## config.mk

```make
export PLATFORM = sky130hd
export DESIGN_NAME = roi_bright_pixel_frame_detector_core
export DESIGN_NICKNAME = d
export VERILOG_FILES = /design/src/hw/rtl/rbpd_pkg.sv /design/src/hw/rtl/rbpd_front.sv /design/src/hw/rtl/rbpd_queue.sv /design/src/hw/rtl/rbpd_back.sv /design/src/hw/rtl/roi_bright_pixel_frame_detector_core.sv
export SDC_FILE = /design/constraint.sdc
export NUM_CORES = 1
export LEC_CHECK = 0
export ABC_CLOCK_PERIOD_IN_PS = 5000
export BUFFER_PORTS_ARGS = -buffer_cell sky130_fd_sc_hd__buf_2
export CELL_PAD_IN_SITES_DETAIL_PLACEMENT = 1
export CELL_PAD_IN_SITES_GLOBAL_PLACEMENT = 1
export CORE_MARGIN = 10
export CORE_UTILIZATION = 40
export DETAILED_ROUTE_END_ITERATION = 10
export GPL_TIMING_DRIVEN = 0
export PLACE_DENSITY = 0.78
export SLEW_MARGIN = 10
export SYNTH_ARGS = -nofsm -noshare
export SYNTH_HDL_FRONTEND = slang
export SYNTH_SLANG_ARGS = --single-unit
```

## constraint.sdc

```tcl
create_clock -name clk_i -period 5 [get_ports clk_i]
set_input_delay 0.5 -clock clk_i [delete_from_list [all_inputs] [get_ports clk_i]]
set_output_delay 0.5 -clock clk_i [all_outputs]
set_load 0.02 [all_outputs]
```

## src/hw/rtl/rbpd_pkg.sv

```systemverilog
`timescale 1ns / 1ps

package rbpd_pkg;

  // Frame geometry defaults
  localparam int FRAME_WIDTH_DEF  = 640;
  localparam int FRAME_HEIGHT_DEF = 480;

  // Wide enough for any clamp bound up to 4096
  localparam int COORD_W = 13;

  // Queue between front and back
  localparam int QUEUE_DEPTH_DEF = 4;

  // Configuration port
  localparam int CFG_ADDR_W = 3;
  localparam int CFG_DATA_W = 32;

  typedef enum logic [CFG_ADDR_W-1:0] {
    REG_ROI_X_LOW      = 3'd0,
    REG_ROI_X_HIGH     = 3'd1,
    REG_ROI_Y_LOW      = 3'd2,
    REG_ROI_Y_HIGH     = 3'd3,
    REG_BIN_THRESHOLD  = 3'd4,
    REG_PIX_THRESHOLD  = 3'd5,
    REG_FRAME_TRIGGER  = 3'd6
  } cfg_reg_e;

  // Saturation limits
  localparam logic [18:0] TALLY_MAX  = 19'h7FFFF;
  localparam logic [9:0]  STREAK_MAX = 10'h3FF;

  // Luma weights and rounding
  localparam logic [10:0] W_BLUE  = 11'd1868;
  localparam logic [13:0] W_GREEN = 14'd9617;
  localparam logic [12:0] W_RED   = 13'd4899;
  localparam logic [21:0] LUMA_RND = 22'd8192;
  localparam logic [COORD_W-1:0] GRAY_LIMIT = COORD_W'(255);

  typedef struct packed {
    logic [7:0] blue;
    logic [7:0] green;
    logic [7:0] red;
    logic [9:0] column;
    logic [8:0] row_index;
    logic       frame_end;
  } pixel_t;

  typedef struct packed {
    logic [18:0] bright_count;
    logic        region_found;
    logic [9:0]  frames_in_row;
    logic        detected;
  } result_t;

  typedef struct packed {
    logic [9:0]  roi_x_low;
    logic [9:0]  roi_x_high;
    logic [8:0]  roi_y_low;
    logic [8:0]  roi_y_high;
    logic [7:0]  binary_threshold;
    logic [18:0] pixel_count_threshold;
    logic [9:0]  frame_trigger;
  } cfg_t;

  // One classified pixel in the queue
  typedef struct packed {
    logic bright;
    logic last;
  } token_t;

  // Limit v to 1 .. hi-1, lower bound wins
  function automatic logic [COORD_W-1:0] clamp_edge(
    input logic [COORD_W-1:0] v,
    input logic [COORD_W-1:0] hi
  );
    logic [COORD_W-1:0] r;
    r = (v < hi - COORD_W'(1)) ? v : hi - COORD_W'(1);
    return (r > COORD_W'(1)) ? r : COORD_W'(1);
  endfunction

endpackage

```

## src/hw/rtl/rbpd_front.sv

```systemverilog
`timescale 1ns / 1ps

module rbpd_front import rbpd_pkg::*; #(
  parameter int FRAME_WIDTH  = FRAME_WIDTH_DEF,
  parameter int FRAME_HEIGHT = FRAME_HEIGHT_DEF
) (
  input  logic   clk_i,
  input  logic   rst_ni,
  input  cfg_t   cfg_i,
  input  logic   pix_valid_i,
  input  pixel_t pix_i,
  output logic   pix_stall_o,
  output logic   push_o,
  output token_t push_data_o,
  input  logic   q_full_i
);

  localparam logic [COORD_W-1:0] X_LOW_HI  = COORD_W'(FRAME_WIDTH / 2);
  localparam logic [COORD_W-1:0] X_HIGH_HI = COORD_W'(FRAME_WIDTH);
  localparam logic [COORD_W-1:0] Y_LOW_HI  = COORD_W'(FRAME_HEIGHT / 2);
  localparam logic [COORD_W-1:0] Y_HIGH_HI = COORD_W'(FRAME_HEIGHT);

  logic [COORD_W-1:0] xl, xh, yl, yh, col, row;
  logic [COORD_W-1:0] thr_wide;
  logic [7:0]  thr;
  logic        in_roi;
  logic        accept, advance;

  logic        vld_q, vld_d;
  logic [18:0] pb_q;
  logic [21:0] pg_q;
  logic [20:0] pr_q;
  logic        in_roi_q, last_q;

  logic [21:0] luma_sum;
  logic [7:0]  gray;

  // Clamped region and threshold
  assign xl  = clamp_edge(COORD_W'(cfg_i.roi_x_low),  X_LOW_HI);
  assign xh  = clamp_edge(COORD_W'(cfg_i.roi_x_high), X_HIGH_HI);
  assign yl  = clamp_edge(COORD_W'(cfg_i.roi_y_low),  Y_LOW_HI);
  assign yh  = clamp_edge(COORD_W'(cfg_i.roi_y_high), Y_HIGH_HI);
  assign thr_wide = clamp_edge(COORD_W'(cfg_i.binary_threshold), GRAY_LIMIT);
  assign thr = thr_wide[7:0];

  assign col = COORD_W'(pix_i.column);
  assign row = COORD_W'(pix_i.row_index);
  assign in_roi = (col >= xl) && (col < xh) && (row >= yl) && (row < yh);

  // Stage moves when empty or the queue takes its token
  assign advance     = !vld_q || !q_full_i;
  assign pix_stall_o = vld_q && q_full_i;
  assign accept      = pix_valid_i && !pix_stall_o;
  assign vld_d       = accept ? 1'b1 : (advance ? 1'b0 : vld_q);

  always_ff @(posedge clk_i or negedge rst_ni) begin
    if (!rst_ni) begin
      vld_q <= 1'b0;
    end else begin
      vld_q <= vld_d;
    end
  end

  // Products and region flag, registered
  always_ff @(posedge clk_i) begin
    if (accept) begin
      pb_q     <= 19'(W_BLUE) * 19'(pix_i.blue);
      pg_q     <= 22'(W_GREEN) * 22'(pix_i.green);
      pr_q     <= 21'(W_RED) * 21'(pix_i.red);
      in_roi_q <= in_roi;
      last_q   <= pix_i.frame_end;
    end
  end

  // Sum, round, compare
  assign luma_sum = 22'(pb_q) + pg_q + 22'(pr_q) + LUMA_RND;
  assign gray     = luma_sum[21:14];

  assign push_o             = vld_q && !q_full_i;
  assign push_data_o.bright = in_roi_q && (gray > thr);
  assign push_data_o.last   = last_q;

endmodule

```

## src/hw/rtl/rbpd_queue.sv

```systemverilog
`timescale 1ns / 1ps

module rbpd_queue import rbpd_pkg::*; #(
  parameter int DEPTH = QUEUE_DEPTH_DEF
) (
  input  logic                     clk_i,
  input  logic                     rst_ni,
  input  logic                     push_i,
  input  token_t                   push_data_i,
  input  logic                     pop_i,
  output token_t                   pop_data_o,
  output logic                     full_o,
  output logic                     empty_o,
  output logic [$clog2(DEPTH+1)-1:0] count_o
);

  localparam int PW = (DEPTH > 1) ? $clog2(DEPTH) : 1;
  localparam int CW = $clog2(DEPTH + 1);

  token_t        mem_q [DEPTH];
  logic [PW-1:0] wr_q, wr_d, rd_q, rd_d;
  logic [CW-1:0] cnt_q, cnt_d;
  logic          do_push, do_pop;

  assign full_o  = (cnt_q == CW'(DEPTH));
  assign empty_o = (cnt_q == '0);
  assign count_o = cnt_q;
  assign do_push = push_i && !full_o;
  assign do_pop  = pop_i && !empty_o;

  assign pop_data_o = mem_q[rd_q];

  // Pointer and fill bookkeeping
  always_comb begin
    wr_d  = wr_q;
    rd_d  = rd_q;
    cnt_d = cnt_q;
    if (do_push) begin
      wr_d = (wr_q == PW'(DEPTH - 1)) ? '0 : wr_q + PW'(1);
    end
    if (do_pop) begin
      rd_d = (rd_q == PW'(DEPTH - 1)) ? '0 : rd_q + PW'(1);
    end
    if (do_push && !do_pop) begin
      cnt_d = cnt_q + CW'(1);
    end else if (do_pop && !do_push) begin
      cnt_d = cnt_q - CW'(1);
    end
  end

  always_ff @(posedge clk_i or negedge rst_ni) begin
    if (!rst_ni) begin
      wr_q  <= '0;
      rd_q  <= '0;
      cnt_q <= '0;
    end else begin
      wr_q  <= wr_d;
      rd_q  <= rd_d;
      cnt_q <= cnt_d;
    end
  end

  always_ff @(posedge clk_i) begin
    if (do_push) begin
      mem_q[wr_q] <= push_data_i;
    end
  end

endmodule

```

## src/hw/rtl/rbpd_back.sv

```systemverilog
`timescale 1ns / 1ps

module rbpd_back import rbpd_pkg::*; (
  input  logic    clk_i,
  input  logic    rst_ni,
  input  cfg_t    cfg_i,
  input  logic    q_empty_i,
  input  token_t  q_data_i,
  output logic    pop_o,
  output logic    res_valid_o,
  output result_t res_o,
  input  logic    res_stall_i
);

  logic [18:0] tally_q, tally_d, count;
  logic [9:0]  streak_q, streak_d;
  logic        det_q, det_d;
  logic        out_vld_q, out_vld_d;
  result_t     out_q;
  logic        inc, found, emit;

  // Pop whenever the output slot is free or being drained
  assign pop_o = !q_empty_i && (!out_vld_q || !res_stall_i);
  assign emit  = pop_o && q_data_i.last;

  assign inc   = q_data_i.bright && (tally_q != TALLY_MAX);
  assign count = tally_q + 19'(inc);
  assign found = count > cfg_i.pixel_count_threshold;

  // Tally and streak updates
  always_comb begin
    tally_d  = tally_q;
    streak_d = streak_q;
    det_d    = det_q;
    if (pop_o) begin
      tally_d = q_data_i.last ? '0 : count;
    end
    if (emit) begin
      if (found) begin
        streak_d = (streak_q == STREAK_MAX) ? streak_q : streak_q + 10'd1;
        det_d    = det_q || (streak_d > cfg_i.frame_trigger);
      end else begin
        streak_d = '0;
        det_d    = 1'b0;
      end
    end
  end

  assign out_vld_d = emit ? 1'b1 : ((out_vld_q && res_stall_i) ? 1'b1 : 1'b0);

  always_ff @(posedge clk_i or negedge rst_ni) begin
    if (!rst_ni) begin
      tally_q   <= '0;
      streak_q  <= '0;
      det_q     <= 1'b0;
      out_vld_q <= 1'b0;
    end else begin
      tally_q   <= tally_d;
      streak_q  <= streak_d;
      det_q     <= det_d;
      out_vld_q <= out_vld_d;
    end
  end

  // Result register
  always_ff @(posedge clk_i) begin
    if (emit) begin
      out_q.bright_count  <= count;
      out_q.region_found  <= found;
      out_q.frames_in_row <= streak_d;
      out_q.detected      <= det_d;
    end
  end

  assign res_valid_o = out_vld_q;
  assign res_o       = out_q;

endmodule

```

## src/hw/rtl/roi_bright_pixel_frame_detector_core.sv

```systemverilog
`timescale 1ns / 1ps

// Bright pixel detector for a region of interest. Takes one BGR pixel per
// cycle with its column, row and an end-of-frame mark; converts it to 8-bit
// luma, counts pixels above the clamped binary threshold inside the clamped
// region, and on the last pixel of each frame emits one result: the count,
// whether it beats the pixel count threshold, the run of consecutive found
// frames and the detected flag. Throughput is one pixel per clock unless the
// input is stalled; a pixel passes the product register, a queue entry and
// the result register. The front stage stalls only when the queue (default
// four entries) is full, which only follows a stalled result output; the
// input stall ends in the cycle after the result stall does. The user must
// write configuration through the register port only while no frame is in
// flight; the block does not enforce this. The port is always ready.

module roi_bright_pixel_frame_detector_core import rbpd_pkg::*; #(
  parameter int FRAME_WIDTH  = FRAME_WIDTH_DEF,
  parameter int FRAME_HEIGHT = FRAME_HEIGHT_DEF,
  parameter int QUEUE_DEPTH  = QUEUE_DEPTH_DEF
) (
  input  logic                  clk_i,
  input  logic                  rst_ni,
  input  logic                  pix_valid_i,
  input  pixel_t                pix_i,
  output logic                  pix_stall_o,
  output logic                  res_valid_o,
  output result_t               res_o,
  input  logic                  res_stall_i,
  input  logic                  cfg_valid_i,
  input  logic [CFG_ADDR_W-1:0] cfg_addr_i,
  input  logic [CFG_DATA_W-1:0] cfg_data_i,
  output logic                  cfg_ready_o
);

  cfg_t   cfg_q, cfg_d;
  logic   push, pop, q_full, q_empty;
  token_t push_data, pop_data;
  logic [$clog2(QUEUE_DEPTH+1)-1:0] q_count;

  // Register file
  assign cfg_ready_o = 1'b1;

  always_comb begin
    cfg_d = cfg_q;
    if (cfg_valid_i) begin
      case (cfg_reg_e'(cfg_addr_i))
        REG_ROI_X_LOW:     cfg_d.roi_x_low             = cfg_data_i[9:0];
        REG_ROI_X_HIGH:    cfg_d.roi_x_high            = cfg_data_i[9:0];
        REG_ROI_Y_LOW:     cfg_d.roi_y_low             = cfg_data_i[8:0];
        REG_ROI_Y_HIGH:    cfg_d.roi_y_high            = cfg_data_i[8:0];
        REG_BIN_THRESHOLD: cfg_d.binary_threshold      = cfg_data_i[7:0];
        REG_PIX_THRESHOLD: cfg_d.pixel_count_threshold = cfg_data_i[18:0];
        REG_FRAME_TRIGGER: cfg_d.frame_trigger         = cfg_data_i[9:0];
        default: ;
      endcase
    end
  end

  always_ff @(posedge clk_i or negedge rst_ni) begin
    if (!rst_ni) begin
      cfg_q.roi_x_low             <= 10'd0;
      cfg_q.roi_x_high            <= 10'd639;
      cfg_q.roi_y_low             <= 9'd0;
      cfg_q.roi_y_high            <= 9'd479;
      cfg_q.binary_threshold      <= 8'd128;
      cfg_q.pixel_count_threshold <= 19'd1000;
      cfg_q.frame_trigger         <= 10'd3;
    end else begin
      cfg_q <= cfg_d;
    end
  end

  rbpd_front #(
    .FRAME_WIDTH  (FRAME_WIDTH),
    .FRAME_HEIGHT (FRAME_HEIGHT)
  ) u_front (
    .clk_i       (clk_i),
    .rst_ni      (rst_ni),
    .cfg_i       (cfg_q),
    .pix_valid_i (pix_valid_i),
    .pix_i       (pix_i),
    .pix_stall_o (pix_stall_o),
    .push_o      (push),
    .push_data_o (push_data),
    .q_full_i    (q_full)
  );

  rbpd_queue #(
    .DEPTH (QUEUE_DEPTH)
  ) u_queue (
    .clk_i       (clk_i),
    .rst_ni      (rst_ni),
    .push_i      (push),
    .push_data_i (push_data),
    .pop_i       (pop),
    .pop_data_o  (pop_data),
    .full_o      (q_full),
    .empty_o     (q_empty),
    .count_o     (q_count)
  );

  rbpd_back u_back (
    .clk_i       (clk_i),
    .rst_ni      (rst_ni),
    .cfg_i       (cfg_q),
    .q_empty_i   (q_empty),
    .q_data_i    (pop_data),
    .pop_o       (pop),
    .res_valid_o (res_valid_o),
    .res_o       (res_o),
    .res_stall_i (res_stall_i)
  );

  // Checks
  a_queue_bound: assert property (@(posedge clk_i) disable iff (!rst_ni)
    q_count <= ($clog2(QUEUE_DEPTH+1))'(QUEUE_DEPTH))
    else $error("queue fill beyond depth");

  a_stall_needs_full: assert property (@(posedge clk_i) disable iff (!rst_ni)
    pix_stall_o |-> q_full)
    else $error("front stalled with room in queue");

  a_full_needs_out_stall: assert property (@(posedge clk_i) disable iff (!rst_ni)
    (q_full && !pop) |-> (res_valid_o && res_stall_i))
    else $error("queue full but back not blocked");

  a_miss_clears: assert property (@(posedge clk_i) disable iff (!rst_ni)
    (res_valid_o && !res_o.region_found) |->
      (res_o.frames_in_row == '0 && !res_o.detected))
    else $error("missed frame left streak or detected set");

endmodule
```

==> run_results.csv <==
group,metric,value,unit
yosys,synth_compound_area_share,9.60,%
final_layout,instances_no_fill,2107,
clocking,path_clk_slew,0.06,ns
detailed_routing,totalWireLength,37100,um
place,numPlacedInstances,2060,
critical_path,max_stage_delay,0.35,ns
final_layout,syn_to_final_growth,13.1,%
pwr,peakVddDrop,0.400,mV
detailed_routing,vias_per_cell,5.25,
clocking,clk_latency,0.51,ns
yosys,synthXorXnorAreaFrac,4.17,%
final_layout,utilization,45.9,%
yosys,synth.mux.area_fraction,5.29,%
die,row_count,72,
critical_path,worstSetupEndpointType,"register",
global_routing,antenna_found_initial,3,
place,place_ws,0.176,ns
global_routing,grt-ovfl-total,0,
timing,finClkSkew,0.00850,ns
yosys,synth.most_common_cell,"ha_1",
timing,min_period,4.62,ns
place,io_buffers,101,
yosys,ys.warnings.count,0,
detailed_routing,vias,11059,
detailed_routing,drt_pre_antenna_iters,4,
run_status,outcome,"finished, final reports clean",
timing,hold_slack,0.162,ns
final_layout,fillers,4257,
die,dieHeight,218,um
pwr,p_per_area,551,nW/um2
yosys,synth_seq_cells,215,
critical_path,crit_path_max_fanout,10,
final_layout,final_cell_area,17800,um2
detailed_routing,drc,0,
pwr,total_power,9.82,mW
pwr,leakagePower,8.42,nW
final_layout,drive_above_1_share,16.8,%
flow_run,drv_cap,0,
critical_path,crit_arrival,4.88,ns
die,core,38800,um2
yosys,yosysUniqueCellTypes,66,
yosys,synth_top_area_share,21.2,%
timing,post-route-period-util,92.3,%
critical_path,crit_type,"reg -> reg",
place,placed_area,17000,um2
place,dpl.hpwl,29600,um
global_routing,grt_pass1_wl,61900,um
yosys,synth_fa_ha_area_share,29.1,%
place,gp_congestion,0.835,
yosys,yosysSeqAreaShare,37.5,%
critical_path,start_kind,"register",
detailed_routing,antenna_left,0,
yosys,synth_edf_count,101,
timing,hold_viol_final,0,
timing,max_freq,0.217,GHz
die,io_pins,118,
clocking,clockBufferDepth,3,
timing,rsz0062_at_grt,"false",
yosys,synth_common_cells,"267 x ha_1, 177 x inv_1, 101 x edfxtp_1",
yosys,synthFlopType,"edfxtp_1",
clocking,post_cts_buffers,0,
die,die_w,218,um
critical_path,path_common_cell,"ha_1",
yosys,yosys-top-cells-area,"ha_1 21%, edfxtp_1 19%, dfrtp_1 14%",
yosys,synth.avg_cell_area,11.0,um2
yosys,synth_top_family_by_area,"adder cells",
timing,setup_viol_count_final,0,
hold_path,hold_path.class,"in -> reg",
yosys,yosysTopAreaCell,"ha_1",
yosys,synthCells,1436,
detailed_routing,wl_per_cell,17.6,um
clocking,cts_root_buf,"clkbuf_16",
global_routing,grtUsageTotal,15.6,%
critical_path,critPathSlowestCell,"dfrtp_1",
timing,final.setup.tns,0,ns
yosys,synthSimpleGateAreaFrac,9.59,%
yosys,synthArstFlopShare,53.0,%
detailed_routing,first_iter_violations,590,
die,initial_core_util,40.6,%
clocking,cts_tree,"built",
timing,worstMarginPinSlew,0.909,ns
critical_path,path_cells,"clkbuf_1 -> nand4_1 -> nor2_2 -> nand2_1 -> o31a_1 -> ha_1 -> ha_1 -> nand3_2 -> nor2_4 -> nand3_2 -> nor3_4 -> nand3_1 -> xnor2_2 -> ha_1 -> a21o_1 -> a21o_1 -> a21oi_1 -> o21ai_0 -> o21ai_2 -> clkbuf_4 -> o21ai_0 -> a22o_1",
die,die_area,47700,um2
final_layout,final_nets,1983,
critical_path,cp.required,5.26,ns
clocking,htree_levels,1,
clocking,cts_made_buffers,25,
timing,finalMaxSlewViolations,0,
clocking,cts.sinks,215,
timing,maxSlewHeadroom,39.4,%
global_routing,grt_max_degree,79,
global_routing,grt_pass1_vias,12563,
yosys,syn-cell-area,15800,um2
timing,setup_slack,0.384,ns
-- critical path: cells and delay by family (launching register included) --
| kind | cells | cell delay [ns] |
|---|---|---|
| simple gates | 8 | 1.25 |
| buf+inv | 2 | 0.41 |
| fa+ha+maj | 3 | 0.74 |
| compound gates | 8 | 1.41 |
| xor+xnor | 1 | 0.18 |
| flops | 1 | 0.35 |
-- layout make-up --
class                           instances  area, um2  share of cell area [%]
Clock buffer                           38        716                    4.02
Clock inverter                          7       37.5                   0.211
Timing Repair Buffer                  105        597                    3.35
Antenna cell                            1       2.50                  0.0140
Sequential cell                       215       5920                    33.2
Inverter                              177        664                    3.73
Multi-Input combinational cell       1027       9150                    51.4
Tap cell                              518        648                    3.64
Buffer                                 19       81.3                   0.456
-- worst paths after layout --
kind / from / to / slack [ns] / depth (start not counted)
setup / recovery: u_back.tally_q[11] / u_back.res_o[7] / 0.38 / 22
hold / removal: pix_i[0] / u_front.last_q / 0.16 / 1
setup reg to reg: u_back.tally_q[11] / u_back.res_o[7] / 0.38 / 22
hold reg to reg: u_front.last_q / u_queue.mem_q[3][0] / 0.50 / 0
max in group asynchronous: rst_ni / cfg_q[13] / 3.79 / 3
min in group asynchronous: rst_ni / cfg_q[53] / 0.45 / 2
-- flip-flops by register name, summed over array words and instances (netlist names) --
| name | cells |
|---|---|
| u_back.res_o | 31 |
| u_front.pb_q | 17 |
| u_back.det_q | 1 |
| u_back.tally_q | 19 |
| u_front.in_roi_q | 1 |
| u_front.last_q | 1 |
| cfg_q | 75 |
| u_queue.count_o | 3 |
| u_front.pg_q | 22 |
| u_queue.mem_q | 8 |
| u_queue.rd_q | 2 |
| u_back.streak_q | 10 |
| u_front.pr_q | 21 |
| u_back.res_valid_o | 1 |
| u_queue.wr_q | 2 |
| u_front.vld_q | 1 |
-- where the power goes --
group          internal, mW  switching (mW)
registers              2.53           0.287
clock network         0.984           0.701
logic                  2.27            3.04
total                  5.79            4.03
-- placed cells by master, fill, tap and decap left out, types with 34 or more instances in the layout --
| cell type | instances |
|---|---|
| a21oi_1 | 62 |
| buf_2 | 102 |
| dfrtp_1 | 89 |
| edfxtp_1 | 101 |
| fa_1 | 62 |
| ha_1 | 267 |
| inv_1 | 177 |
| mux2_2 | 70 |
| nand2_1 | 74 |
| nor2_1 | 80 |
| o21ai_0 | 75 |
| xnor2_1 | 40 |
| xor2_1 | 34 |
-- layer usage --
layer	up-vias	track usage (%)	wire (um)	share of wire [%]
met2	128	30.5	20000	54
met4	4	3.24	578	1.6
li1	5351	-	-	-
met5	-	0	21	0.057
met3	40	2.22	1290	3.5
met1	5536	17.4	15200	41
-- cell families after synthesis --
group	Yosys count
adders and majority gates	329
and+or+nand+nor	308
AOI/OAI and AO/OA	240
DFF	215
buffers and inverters	196
xor gates and xnor gates	75
muxes	72
other	1
-- timing repair --
action | 4_1_cts | 5_1_grt
resized for setup | 0 | 9
hold buffers | 1 | 0
hold endpoints to repair | 20 | 0
setup endpoints to repair | 0 | 19
(Power assumes the default switching activity.)
